<file path="config.mk">
export PLATFORM = sky130hd
export DESIGN_NAME = baud_divisor_decoder
export DESIGN_NICKNAME = d
export VERILOG_FILES = /design/src/hdl/bdd_pkg.sv /design/src/hdl/bdd_prep.sv /design/src/hdl/bdd_div_cell.sv /design/src/hdl/bdd_scale.sv /design/src/hdl/baud_divisor_decoder.sv
export SDC_FILE = /design/constraint.sdc
export NUM_CORES = 2
export LEC_CHECK = 0
export BUFFER_PORTS_ARGS = -buffer_cell sky130_fd_sc_hd__buf_2
export CELL_PAD_IN_SITES_DETAIL_PLACEMENT = 2
export CELL_PAD_IN_SITES_GLOBAL_PLACEMENT = 2
export CORE_UTILIZATION = 50
export CTS_CLUSTER_SIZE = 30
export DETAILED_ROUTE_END_ITERATION = 16
export PLACE_DENSITY_LB_ADDON = 0.1
export SYNTH_ARGS = -nofsm -noshare
export SYNTH_HDL_FRONTEND = slang
export SYNTH_SLANG_ARGS = --single-unit
</file>
<file path="constraint.sdc">
create_clock -name clk -period 10.9 [get_ports clk]
set_input_delay 1.635 -clock clk [delete_from_list [all_inputs] [get_ports clk]]
set_output_delay 1.635 -clock clk [all_outputs]
set_load 0.01 [all_outputs]
</file>
<file path="src/hdl/bdd_pkg.sv">
package bdd_pkg;

    localparam int VALUE_W = 16;
    localparam int INDEX_W = 16;
    localparam int RATIO_W = 5;
    localparam int BAUD_W  = 27;
    localparam int SPEED_W = 31;
    localparam int PROD_W  = BAUD_W + RATIO_W;

    // Dividend and divisor widths of the restoring divider.
    localparam int NUM_W = 28;
    localparam int DIV_W = 18;

    localparam int INT_W  = 14;
    localparam int FRAC_W = 3;

    localparam int ADDR_W = 3;
    localparam int DATA_W = 32;

    localparam logic REG_RATIO_BASE = 1'b0;
    localparam logic REG_RATIO_FAST = 1'b1;

    localparam logic [RATIO_W-1:0] RATIO_RESET = RATIO_W'(1);

    localparam logic [NUM_W-1:0] CLK_FAST = NUM_W'(12000000);
    localparam logic [NUM_W-1:0] CLK_BASE = NUM_W'(3000000);

    localparam logic [SPEED_W-1:0] SPEED_MAX = {SPEED_W{1'b1}};

    typedef struct packed {
        logic             acc;
        logic             fast;
        logic [DIV_W-1:0] rem;
        logic [NUM_W-1:0] nq;
        logic [DIV_W-1:0] dvsr;
    } div_item_t;

    // Fraction code to eighths.
    function automatic logic [FRAC_W-1:0] frac_eighths(input logic [FRAC_W-1:0] code);
        logic [FRAC_W-1:0] f;
        case (code)
            3'd0:    f = 3'd0;
            3'd1:    f = 3'd4;
            3'd2:    f = 3'd2;
            3'd3:    f = 3'd1;
            3'd4:    f = 3'd3;
            3'd5:    f = 3'd5;
            3'd6:    f = 3'd6;
            default: f = 3'd7;
        endcase
        return f;
    endfunction

endpackage

</file>
<file path="src/hdl/bdd_prep.sv">
module bdd_prep (
    input  logic                          clk,
    input  logic                          rst_n,
    input  logic                          in_valid,
    output logic                          in_ready,
    input  logic [bdd_pkg::VALUE_W-1:0]   value_word,
    input  logic [bdd_pkg::INDEX_W-1:0]   index_word,
    output logic                          out_valid,
    input  logic                          out_ready,
    output bdd_pkg::div_item_t            out_item
);
    import bdd_pkg::*;

    logic              valid_reg;
    div_item_t         item_reg;
    div_item_t         item_next;
    logic              iface_ok;
    logic              fast;
    logic [INT_W-1:0]  n;
    logic [FRAC_W-1:0] f;
    logic [NUM_W-1:0]  clk_sel;
    logic [DIV_W-2:0]  den;

    assign in_ready  = !valid_reg || out_ready;
    assign out_valid = valid_reg;
    assign out_item  = item_reg;

    always_comb
    begin
        iface_ok = (index_word[7:1] == 7'd0);
        fast     = index_word[9];
        n        = value_word[INT_W-1:0];
        f        = frac_eighths({index_word[8], value_word[15:14]});
        clk_sel  = fast ? CLK_FAST : CLK_BASE;
        // 8n + f is a plain concatenation because f stays below eight.
        den      = {n, f};

        item_next.acc  = iface_ok;
        item_next.fast = iface_ok && fast;
        item_next.rem  = '0;
        if (!iface_ok)
        begin
            item_next.nq   = '0;
            item_next.dvsr = DIV_W'(1);
        end
        else if (f == '0 && n == INT_W'(0))
        begin
            item_next.nq   = {clk_sel[NUM_W-2:0], 1'b0};
            item_next.dvsr = DIV_W'(2);
        end
        else if (f == '0 && n == INT_W'(1))
        begin
            item_next.nq   = {clk_sel[NUM_W-2:0], 1'b0};
            item_next.dvsr = DIV_W'(3);
        end
        else if (f == '0 && n == INT_W'(2))
        begin
            item_next.nq   = clk_sel;
            item_next.dvsr = DIV_W'(2);
        end
        else
        begin
            // Adding the divisor once more before halving gives round half up.
            item_next.nq   = {clk_sel[NUM_W-5:0], 4'b0} + NUM_W'(den);
            item_next.dvsr = {den, 1'b0};
        end
    end

    always_ff @(posedge clk or negedge rst_n)
    begin
        if (!rst_n)
        begin
            valid_reg <= 1'b0;
        end
        else if (in_ready)
        begin
            valid_reg <= in_valid;
        end
    end

    always_ff @(posedge clk)
    begin
        if (in_valid && in_ready)
        begin
            item_reg <= item_next;
        end
    end

endmodule

</file>
<file path="src/hdl/bdd_div_cell.sv">
module bdd_div_cell (
    input  logic               clk,
    input  logic               rst_n,
    input  logic               in_valid,
    output logic               in_ready,
    input  bdd_pkg::div_item_t in_item,
    output logic               out_valid,
    input  logic               out_ready,
    output bdd_pkg::div_item_t out_item
);
    import bdd_pkg::*;

    logic             valid_reg;
    div_item_t        item_reg;
    div_item_t        item_next;
    logic [DIV_W:0]   shifted;
    logic [DIV_W:0]   diff;
    logic             q_bit;

    assign in_ready  = !valid_reg || out_ready;
    assign out_valid = valid_reg;
    assign out_item  = item_reg;

    // One restoring step: the dividend bit shifts out the top of nq and the
    // quotient bit shifts in at the bottom.
    always_comb
    begin
        shifted   = {in_item.rem, in_item.nq[NUM_W-1]};
        diff      = shifted - {1'b0, in_item.dvsr};
        q_bit     = !diff[DIV_W];
        item_next = in_item;
        item_next.rem = q_bit ? diff[DIV_W-1:0] : shifted[DIV_W-1:0];
        item_next.nq  = {in_item.nq[NUM_W-2:0], q_bit};
    end

    always_ff @(posedge clk or negedge rst_n)
    begin
        if (!rst_n)
        begin
            valid_reg <= 1'b0;
        end
        else if (in_ready)
        begin
            valid_reg <= in_valid;
        end
    end

    always_ff @(posedge clk)
    begin
        if (in_valid && in_ready)
        begin
            item_reg <= item_next;
        end
    end

endmodule

</file>
<file path="src/hdl/bdd_scale.sv">
module bdd_scale (
    input  logic                         clk,
    input  logic                         rst_n,
    input  logic                         in_valid,
    output logic                         in_ready,
    input  bdd_pkg::div_item_t           in_item,
    input  logic [bdd_pkg::RATIO_W-1:0]  ratio_base,
    input  logic [bdd_pkg::RATIO_W-1:0]  ratio_fast,
    output logic                         out_valid,
    input  logic                         out_ready,
    output logic                         accepted,
    output logic                         fast_clock,
    output logic [bdd_pkg::BAUD_W-1:0]   baud_rate,
    output logic [bdd_pkg::SPEED_W-1:0]  bitbang_speed
);
    import bdd_pkg::*;

    logic               valid_reg;
    logic               acc_reg;
    logic               fast_reg;
    logic [BAUD_W-1:0]  baud_reg;
    logic [SPEED_W-1:0] speed_reg;
    logic [BAUD_W-1:0]  baud;
    logic [RATIO_W-1:0] ratio;
    logic [PROD_W-1:0]  product;
    logic [SPEED_W-1:0] speed_next;

    assign in_ready      = !valid_reg || out_ready;
    assign out_valid     = valid_reg;
    assign accepted      = acc_reg;
    assign fast_clock    = fast_reg;
    assign baud_rate     = baud_reg;
    assign bitbang_speed = speed_reg;

    always_comb
    begin
        baud       = in_item.nq[BAUD_W-1:0];
        ratio      = in_item.fast ? ratio_fast : ratio_base;
        product    = {{RATIO_W{1'b0}}, baud} * {{BAUD_W{1'b0}}, ratio};
        speed_next = product[PROD_W-1] ? SPEED_MAX : product[SPEED_W-1:0];
    end

    always_ff @(posedge clk or negedge rst_n)
    begin
        if (!rst_n)
        begin
            valid_reg <= 1'b0;
        end
        else if (in_ready)
        begin
            valid_reg <= in_valid;
        end
    end

    always_ff @(posedge clk)
    begin
        if (in_valid && in_ready)
        begin
            acc_reg   <= in_item.acc;
            fast_reg  <= in_item.fast;
            baud_reg  <= baud;
            speed_reg <= speed_next;
        end
    end

endmodule

</file>
<file path="src/hdl/baud_divisor_decoder.sv">
// Channel   Handshake                        Beat contents
// req       req_valid / req_ready            value_word, index_word
// rsp       rsp_valid / rsp_ready            accepted, fast_clock, baud_rate, bitbang_speed
// cfg       psel, penable, pwrite, pready    paddr, pwdata, prdata
//
// A request passes from accepted beat to result through one decode stage, a chain
// of 28 restoring divider cells (one quotient bit each), and one multiply stage.
// A new request can enter every cycle unless a stalled result has backed up the stages.
// Each stage holds its beat while the next one is full, so a stalled result
// only stops the stages behind it once they fill up.
// Reset clears all stage valid flags and sets both ratio registers to 1.
module baud_divisor_decoder (
    input  logic                         clk,
    input  logic                         rst_n,
    input  logic                         req_valid,
    output logic                         req_ready,
    input  logic [bdd_pkg::VALUE_W-1:0]  value_word,
    input  logic [bdd_pkg::INDEX_W-1:0]  index_word,
    output logic                         rsp_valid,
    input  logic                         rsp_ready,
    output logic                         accepted,
    output logic                         fast_clock,
    output logic [bdd_pkg::BAUD_W-1:0]   baud_rate,
    output logic [bdd_pkg::SPEED_W-1:0]  bitbang_speed,
    input  logic                         psel,
    input  logic                         penable,
    input  logic                         pwrite,
    input  logic [bdd_pkg::ADDR_W-1:0]   paddr,
    input  logic [bdd_pkg::DATA_W-1:0]   pwdata,
    output logic [bdd_pkg::DATA_W-1:0]   prdata,
    output logic                         pready
);
    import bdd_pkg::*;

    logic [RATIO_W-1:0] ratio_base_reg;
    logic [RATIO_W-1:0] ratio_fast_reg;
    logic               reg_sel;

    div_item_t          link_item  [0:NUM_W];
    logic               link_valid [0:NUM_W];
    logic               link_ready [0:NUM_W];

    assign pready  = 1'b1;
    assign reg_sel = paddr[2];

    always_comb
    begin
        unique case (reg_sel)
            REG_RATIO_BASE: prdata = DATA_W'(ratio_base_reg);
            REG_RATIO_FAST: prdata = DATA_W'(ratio_fast_reg);
            default:        prdata = '0;
        endcase
    end

    always_ff @(posedge clk or negedge rst_n)
    begin
        if (!rst_n)
        begin
            ratio_base_reg <= RATIO_RESET;
            ratio_fast_reg <= RATIO_RESET;
        end
        else if (psel && penable && pwrite && pready)
        begin
            if (reg_sel == REG_RATIO_BASE)
            begin
                ratio_base_reg <= pwdata[RATIO_W-1:0];
            end
            else
            begin
                ratio_fast_reg <= pwdata[RATIO_W-1:0];
            end
        end
    end

    bdd_prep u_prep (
        .clk        (clk),
        .rst_n      (rst_n),
        .in_valid   (req_valid),
        .in_ready   (req_ready),
        .value_word (value_word),
        .index_word (index_word),
        .out_valid  (link_valid[0]),
        .out_ready  (link_ready[0]),
        .out_item   (link_item[0])
    );

    for (genvar i = 0; i < NUM_W; i++)
    begin : g_cell
        bdd_div_cell u_cell (
            .clk       (clk),
            .rst_n     (rst_n),
            .in_valid  (link_valid[i]),
            .in_ready  (link_ready[i]),
            .in_item   (link_item[i]),
            .out_valid (link_valid[i+1]),
            .out_ready (link_ready[i+1]),
            .out_item  (link_item[i+1])
        );
    end

    bdd_scale u_scale (
        .clk           (clk),
        .rst_n         (rst_n),
        .in_valid      (link_valid[NUM_W]),
        .in_ready      (link_ready[NUM_W]),
        .in_item       (link_item[NUM_W]),
        .ratio_base    (ratio_base_reg),
        .ratio_fast    (ratio_fast_reg),
        .out_valid     (rsp_valid),
        .out_ready     (rsp_ready),
        .accepted      (accepted),
        .fast_clock    (fast_clock),
        .baud_rate     (baud_rate),
        .bitbang_speed (bitbang_speed)
    );

endmodule

</file>
Word level (Yosys, flattened, before mapping)
Cells that the tools add are included.

storage, ports and cells
  input bits = 74
  output and inout bits = 95
  bits in registers = 1959

cells by class
  add/sub/neg operators = 29
  bitwise gates (word level) = 2
  reductions and logical operators = 132
  multiplexer cells = 34
  equality and inequality tests = 8
  $mul = 1

operator list
  kind                                                                     number
  19-bit by 18-bit subtractor with 19-bit output                           27
  18-bit two-way mux                                                       26
  46-bit two-way mux                                                       3
  32-bit one-hot mux with 2 select lines                                   1
  1-bit zero test                                                          58
  1-bit logical AND                                                        36
  27-bit by 5-bit multiplier with 32-bit output                            1
  1-bit logical OR                                                         30
  28-bit by 17-bit adder with 28-bit output                                1
  24-bit two-way mux                                                       1
  3-bit one-hot mux with 7 select lines                                    1
  1-bit by 18-bit subtractor with 19-bit output                            1
  14-bit by 1-bit equality test with 1-bit output (second input constant)  1
  14-bit by 2-bit equality test with 1-bit output (second input constant)  1
  14-bit zero test                                                         1
  3-bit equality test (second input constant)                              3
  7-bit zero test                                                          1
  3-bit by 2-bit equality test with 1-bit output (second input constant)   2
  3-bit zero test                                                          2
  5-bit two-way mux                                                        1
  2-bit AND reduction                                                      2
  4-bit OR reduction                                                       1
  3-bit by 1-bit equality test with 1-bit output (second input constant)   1
  3-bit OR reduction                                                       1
  2 further kinds                                                          3

Logic depth before layout (Yosys ltp)
  depth in word-level cells = 32
  gate-level depth with buffers = 20
  mapped depth without buffers = 17

Cells and area by module
From an unflattened synthesis, not the netlist that was laid out.

unflattened totals
  cell total of the unflattened synthesis = 8187
  area total of the unflattened synthesis = 105587.5 sq um

modules (own cells, without submodules)
  module                                times used  seq. area each (sq um)  area an instance (sq um)  cells an instance
  bdd_div_cell (g_cell[24].u_cell ...)  12          2006.9                  3418.3                    252
  bdd_div_cell (g_cell[10].u_cell ...)  10          2006.9                  3493.4                    274
  bdd_div_cell (g_cell[11].u_cell ...)  4           2006.9                  3468.3                    274
  bdd_div_cell (g_cell[0].u_cell ...)   2           2006.9                  3245.6                    231
  bdd_scale                             1           1826.8                  6299.8                    625
  bdd_prep                              1           1286.2                  2283.4                    182
  baud_divisor_decoder                  1           252.7                   686.9                     58

Worst setup path before layout
OpenSTA, ideal clock, no wires.

  path kind = input port to flip-flop
  start point = input port rsp_ready
  end point = register g_cell[18].u_cell.item_reg, in the netlist g_cell[18].u_cell.out_item[0] (enable)
  arrival = 6.933 ns
  library setup time = 0.570 ns
  stages on the path = 6
  setup slack = 3.397 ns
  path through = and4b_1 > and3_1 > and2_1 > clkbuf_1 > and3_1 > a21boi_0

between the ends
  cells in the longest elaborated chain, start to end = 12

RTL lines
  element                         line                        source
  from (decl)                     baud_divisor_decoder.sv:20  input logic rsp_ready,
  1-bit logical OR                bdd_scale.sv:28             assign in_ready = !valid_reg || out_ready;
  1-bit logical OR (10 in a row)  bdd_div_cell.sv:20          assign in_ready = !valid_reg || out_ready;
  1-bit logical AND               bdd_div_cell.sv:50          if (in_valid && in_ready)
  to (signal assigned)            bdd_div_cell.sv:52          item_reg <= item_next;
  to (decl)                       bdd_div_cell.sv:14          div_item_t item_reg;

Every way passes these cells.
A chain may end at the register's enable or synchronous reset.

Worst setup path after layout
  start point = register g_cell[27].u_cell.item_reg, in the netlist g_cell[27].u_cell.out_item[64]
  end point = register u_scale.speed_reg[23], in the netlist u_scale.bitbang_speed[23] (data pin)

between the ends
  cells in the longest elaborated chain, start to end = 2

RTL lines
  element                                        line                source
  from (decl)                                    bdd_div_cell.sv:14
  from (signal assigned)                         bdd_div_cell.sv:52
  5-bit two-way mux                              bdd_scale.sv:38     ratio = in_item.fast ? ratio_fast : ratio_base;
  27-bit by 5-bit multiplier with 32-bit output  bdd_scale.sv:39     product = {{RATIO_W{1'b0}}, baud} * {{BAUD_W{1'b0}}, ratio};
  to (signal assigned)                           bdd_scale.sv:62     speed_reg <= speed_next;
  to (decl)                                      bdd_scale.sv:22     logic [SPEED_W-1:0] speed_reg;

Every way passes these cells.

==> results.cfg <==
[routing]
wire_per_inst_um = 30.7
via_count = 54610
detail_route.first_pass.iterations = 5
postRouteWirelength_um = 279000
dr.first_iter.drc_count = 3522
final_antenna_net_count = 0
post-route-drc-count = 0
drt-vias-per-instance = 6.00

[grt]
grt_overflow = 0
globalRouteTotalUtil = 0.317
vias_in_the_first_global_route = 62437
largest_net_degree_at_the_start_of_global_routing = 61
grt_antenna_before_repair = 4
global_route_wire_length_before_repair_um = 418000

[critical_path]
worstPathBufferInverterCount = 2
worstSetupPathType = reg2reg
path_cells = mux2_2 > nand2_1 > fa_1 > inv_1 > fa_1 > fa_1 > ha_1 > o21ai_0 > a2111oi_2 > o2111a_1 > a211oi_1 > o31ai_1 > o31ai_2 > mux2i_1 > a2111oi_2 > buf_4 > o21ai_0
r2r_start = g_cell[27].u_cell.out_item[64]
cell_family_with_most_cp_delay = compound AO/OA/AOI/OAI gates
worst-endpoint-arrival_ns = 7.44
cp-end-kind = flop
worst_setup_path_startpoint = g_cell[27].u_cell.out_item[64]
crit_path_frequent_cell = fa_1
worstPathRequired_ns = 11.44
worst-path-max-fanout = 29
timing.critical_path.slowest_stage_cell = mux2_2
worstSetupStartpointType = flop
critPathMaxStageDelay_ns = 0.75

[die]
dieArea_sq_um = 177000
die_w_um = 421
starting_utilization_of_the_core_area = 0.503
fp.coreArea_sq_um = 174000
pin_count = 169
rows = 153
die_h_um = 421

[sta]
final.min_clock_period_ns = 6.90
setup_repair_after_global_routing_missed_its_margin = false
fin_tns_setup_ns = 0
finalCritPeriodShare = 0.633
achievable-frequency_mhz = 145
worstMarginPinSlew_ns = 1.38
finalMaxSlewViolations = 0
timing.final.hold_violations = 0
timing.clock.skew_ns = 0.0367
setup_viol = 0
slew_headroom = 0.0812

[clock_tree]
clkSlewWorstSetupHoldPaths_ns = 0.07
cts-resized-gates = 0
tritoncts.num_buffers = 194
htree_levels = 4
cts_setup_buffers = 0
cts-root-buf = clkbuf_16
cts_hold_buf = 0
worst_skew_pair.late_latency_ns = 0.84
tritoncts = done
clock_tree.buffer_depth = 3
clock-sinks = 1805

[pwr]
power.leakage_nw = 38.6
p_per_area_nw_per_um2 = 329
peakVddDrop_mv = 0.186

[cells_and_area]
layout_cells_sized_above_1 = 0.144
utilization = 0.561
area_added_between_synthesis_and_finish_pct = 11.4
flip_flop_count_of_the_largest_register_all_copies_and_words_added = 1663
finish.net_count = 7339

[yosys]
yosysTopAreaCellShare = 0.605
synth_area_leaders = edfxtp_1 (61%), ha_1 (7.7%), mux2_2 (5.3%)
yosys_warnings = 0
multiplexer_area_fraction_after_synthesis = 0.0630
synth.ff_latch_count = 1805
ys_dominant_reg_cell = edfxtp_1
synthDominantAreaCellType = edfxtp_1
synth_compound_area_frac = 0.0779
proportion_of_synthesized_chip_area_in_sequential_cells = 0.616
synthCells = 6326
synth_async_sr_flop_share = 0.0222
synth_enable_flop_cells = 1765
netlist_area_sq_um = 87600
yosys.area_share.simple = 0.0714
dominant_combinational_cell_family_by_area_after_synthesis = adder cells
synth_xor_area_frac = 0.0389
synth.lib_cells_used.distinct = 74
avgSynthCellArea_sq_um = 13.8
synth-adder-area-share = 0.0999

[placement]
detailed_place_hpwl_um = 180000
io_buffers = 104
gp_routability_congestion = 0.813

[min_path]
hold_path.class = reg2reg
hold_start = g_cell[24].u_cell.out_item[30]

[outcome]
status = completed

[job]
drv_cap = 0
==> cell type report <==
type	count	area, sq um
clock inverters	99	943
flip-flops and latches	1805	54000
fillers	15563	76400
multi-input cells	3842	31200
repair buffers	153	896
well taps	2325	2910
clock buffers	250	5240
diodes	2	5.00
inverters	631	2370
==> kinds of logic after synthesis <==
kind of cell,count (synthesis)
multiplexers,489
XOR/XNOR,386
AO/OA/AOI/OAI,1038
adder cells (fa/ha/maj),638
buffers and inverters,713
AND/OR/NAND/NOR,1255
flip-flops,1805
other,2
==> worst register-to-register path, stage by stage, from the launching register on <==
cell	delay, ns
edfxtp_1	0.58
mux2_2	0.75
nand2_1	0.26
fa_1	0.61
inv_1	0.08
fa_1	0.55
fa_1	0.44
ha_1	0.33
o21ai_0	0.22
a2111oi_2	0.75
o2111a_1	0.33
a211oi_1	0.09
o31ai_1	0.56
o31ai_2	0.15
mux2i_1	0.17
a2111oi_2	0.24
buf_4	0.36
o21ai_0	0.15
==> routing by layer <==
layer	track usage	routed length, um	share of wire
met5	0	33	0.00012
met3	0.0401	9710	0.035
met2	0.600	153000	0.55
met4	0.143	13700	0.049
met1	0.351	103000	0.37
==> where the power goes <==
group	internal, mW	switching [mW]	total [mW]
Clock	3.80	2.96	6.76
Sequential	9.91	0.957	10.9
Combinational	6.11	8.38	14.5
==> stage by stage <==
step / cell area (sq um) / hold slack (ns) / cells / setup slack, ns / total power [mW]
2_1_floorplan: 87700 / 0.400 / 6360 / 3.40 / 20.2
3_3_place_gp: 91400 / 0.400 / 8755 / 4.61 / 22.9
3_5_place_dp: 91400 / 0.405 / 8755 / 4.21 / 24.5
4_1_cts: 97500 / 0.406 / 9104 / 4.05 / 32.1
5_1_grt: 97600 / 0.411 / 9106 / 3.77 / 33.5
6_report: 97600 / 0.397 / 9107 / 4.00 / 32.1
==> layout by cell type, fill, tap and decap left out, types with 28 or more instances in the layout <==
master and count:
clkbuf_16 199, nand3_1 121, clkinv_2 32, inv_1 631
fa_1 102, mux2i_1 53, nor2_1 291, conb_1 36
o21a_1 139, clkbuf_1 44, o22ai_1 31, nand2_1 263
o21ai_0 143, a21boi_0 32, clkinv_1 39, and3_1 73
ha_1 536, xnor2_1 283, mux2_2 409, nand2b_1 73
dfrtp_1 38, nor3_1 83, or2_2 51, and2_1 28
a211oi_1 43, edfxtp_1 1765, buf_4 48, a21oi_1 333
o31ai_1 49, or3_1 65, xor2_1 78, o31a_1 37
nor2b_1 137, a21o_1 52, buf_2 104
==> path summary, 6_finish.rpt <==
path	slack [ns]	depth (start not counted)	to
max	4.00	17	u_scale.bitbang_speed[23]
min	0.40	0	g_cell[25].u_cell.out_item[31]
max reg2reg	4.00	17	u_scale.bitbang_speed[23]
min reg2reg	0.40	0	g_cell[25].u_cell.out_item[31]
max in group asynchronous	8.97	1	ratio_base_reg[1]
min in group asynchronous	1.11	1	g_cell[11].u_cell.out_valid
==> synth_stat cells, types with 52 or more instances <==
library cell,instances
o21a_1,139
inv_1,631
nand2b_1,73
nor2_1,292
a21o_1,52
nand2_1,263
or3_1,65
nor3_1,83
o21ai_0,143
xor2_1,95
fa_1,102
and3_1,73
nor2b_1,145
a21oi_1,333
nand3_1,121
xnor2_1,288
mux2_2,409
ha_1,536
edfxtp_1,1765
mux2i_1,55
Note: power is estimated with default switching activity, not from simulation.
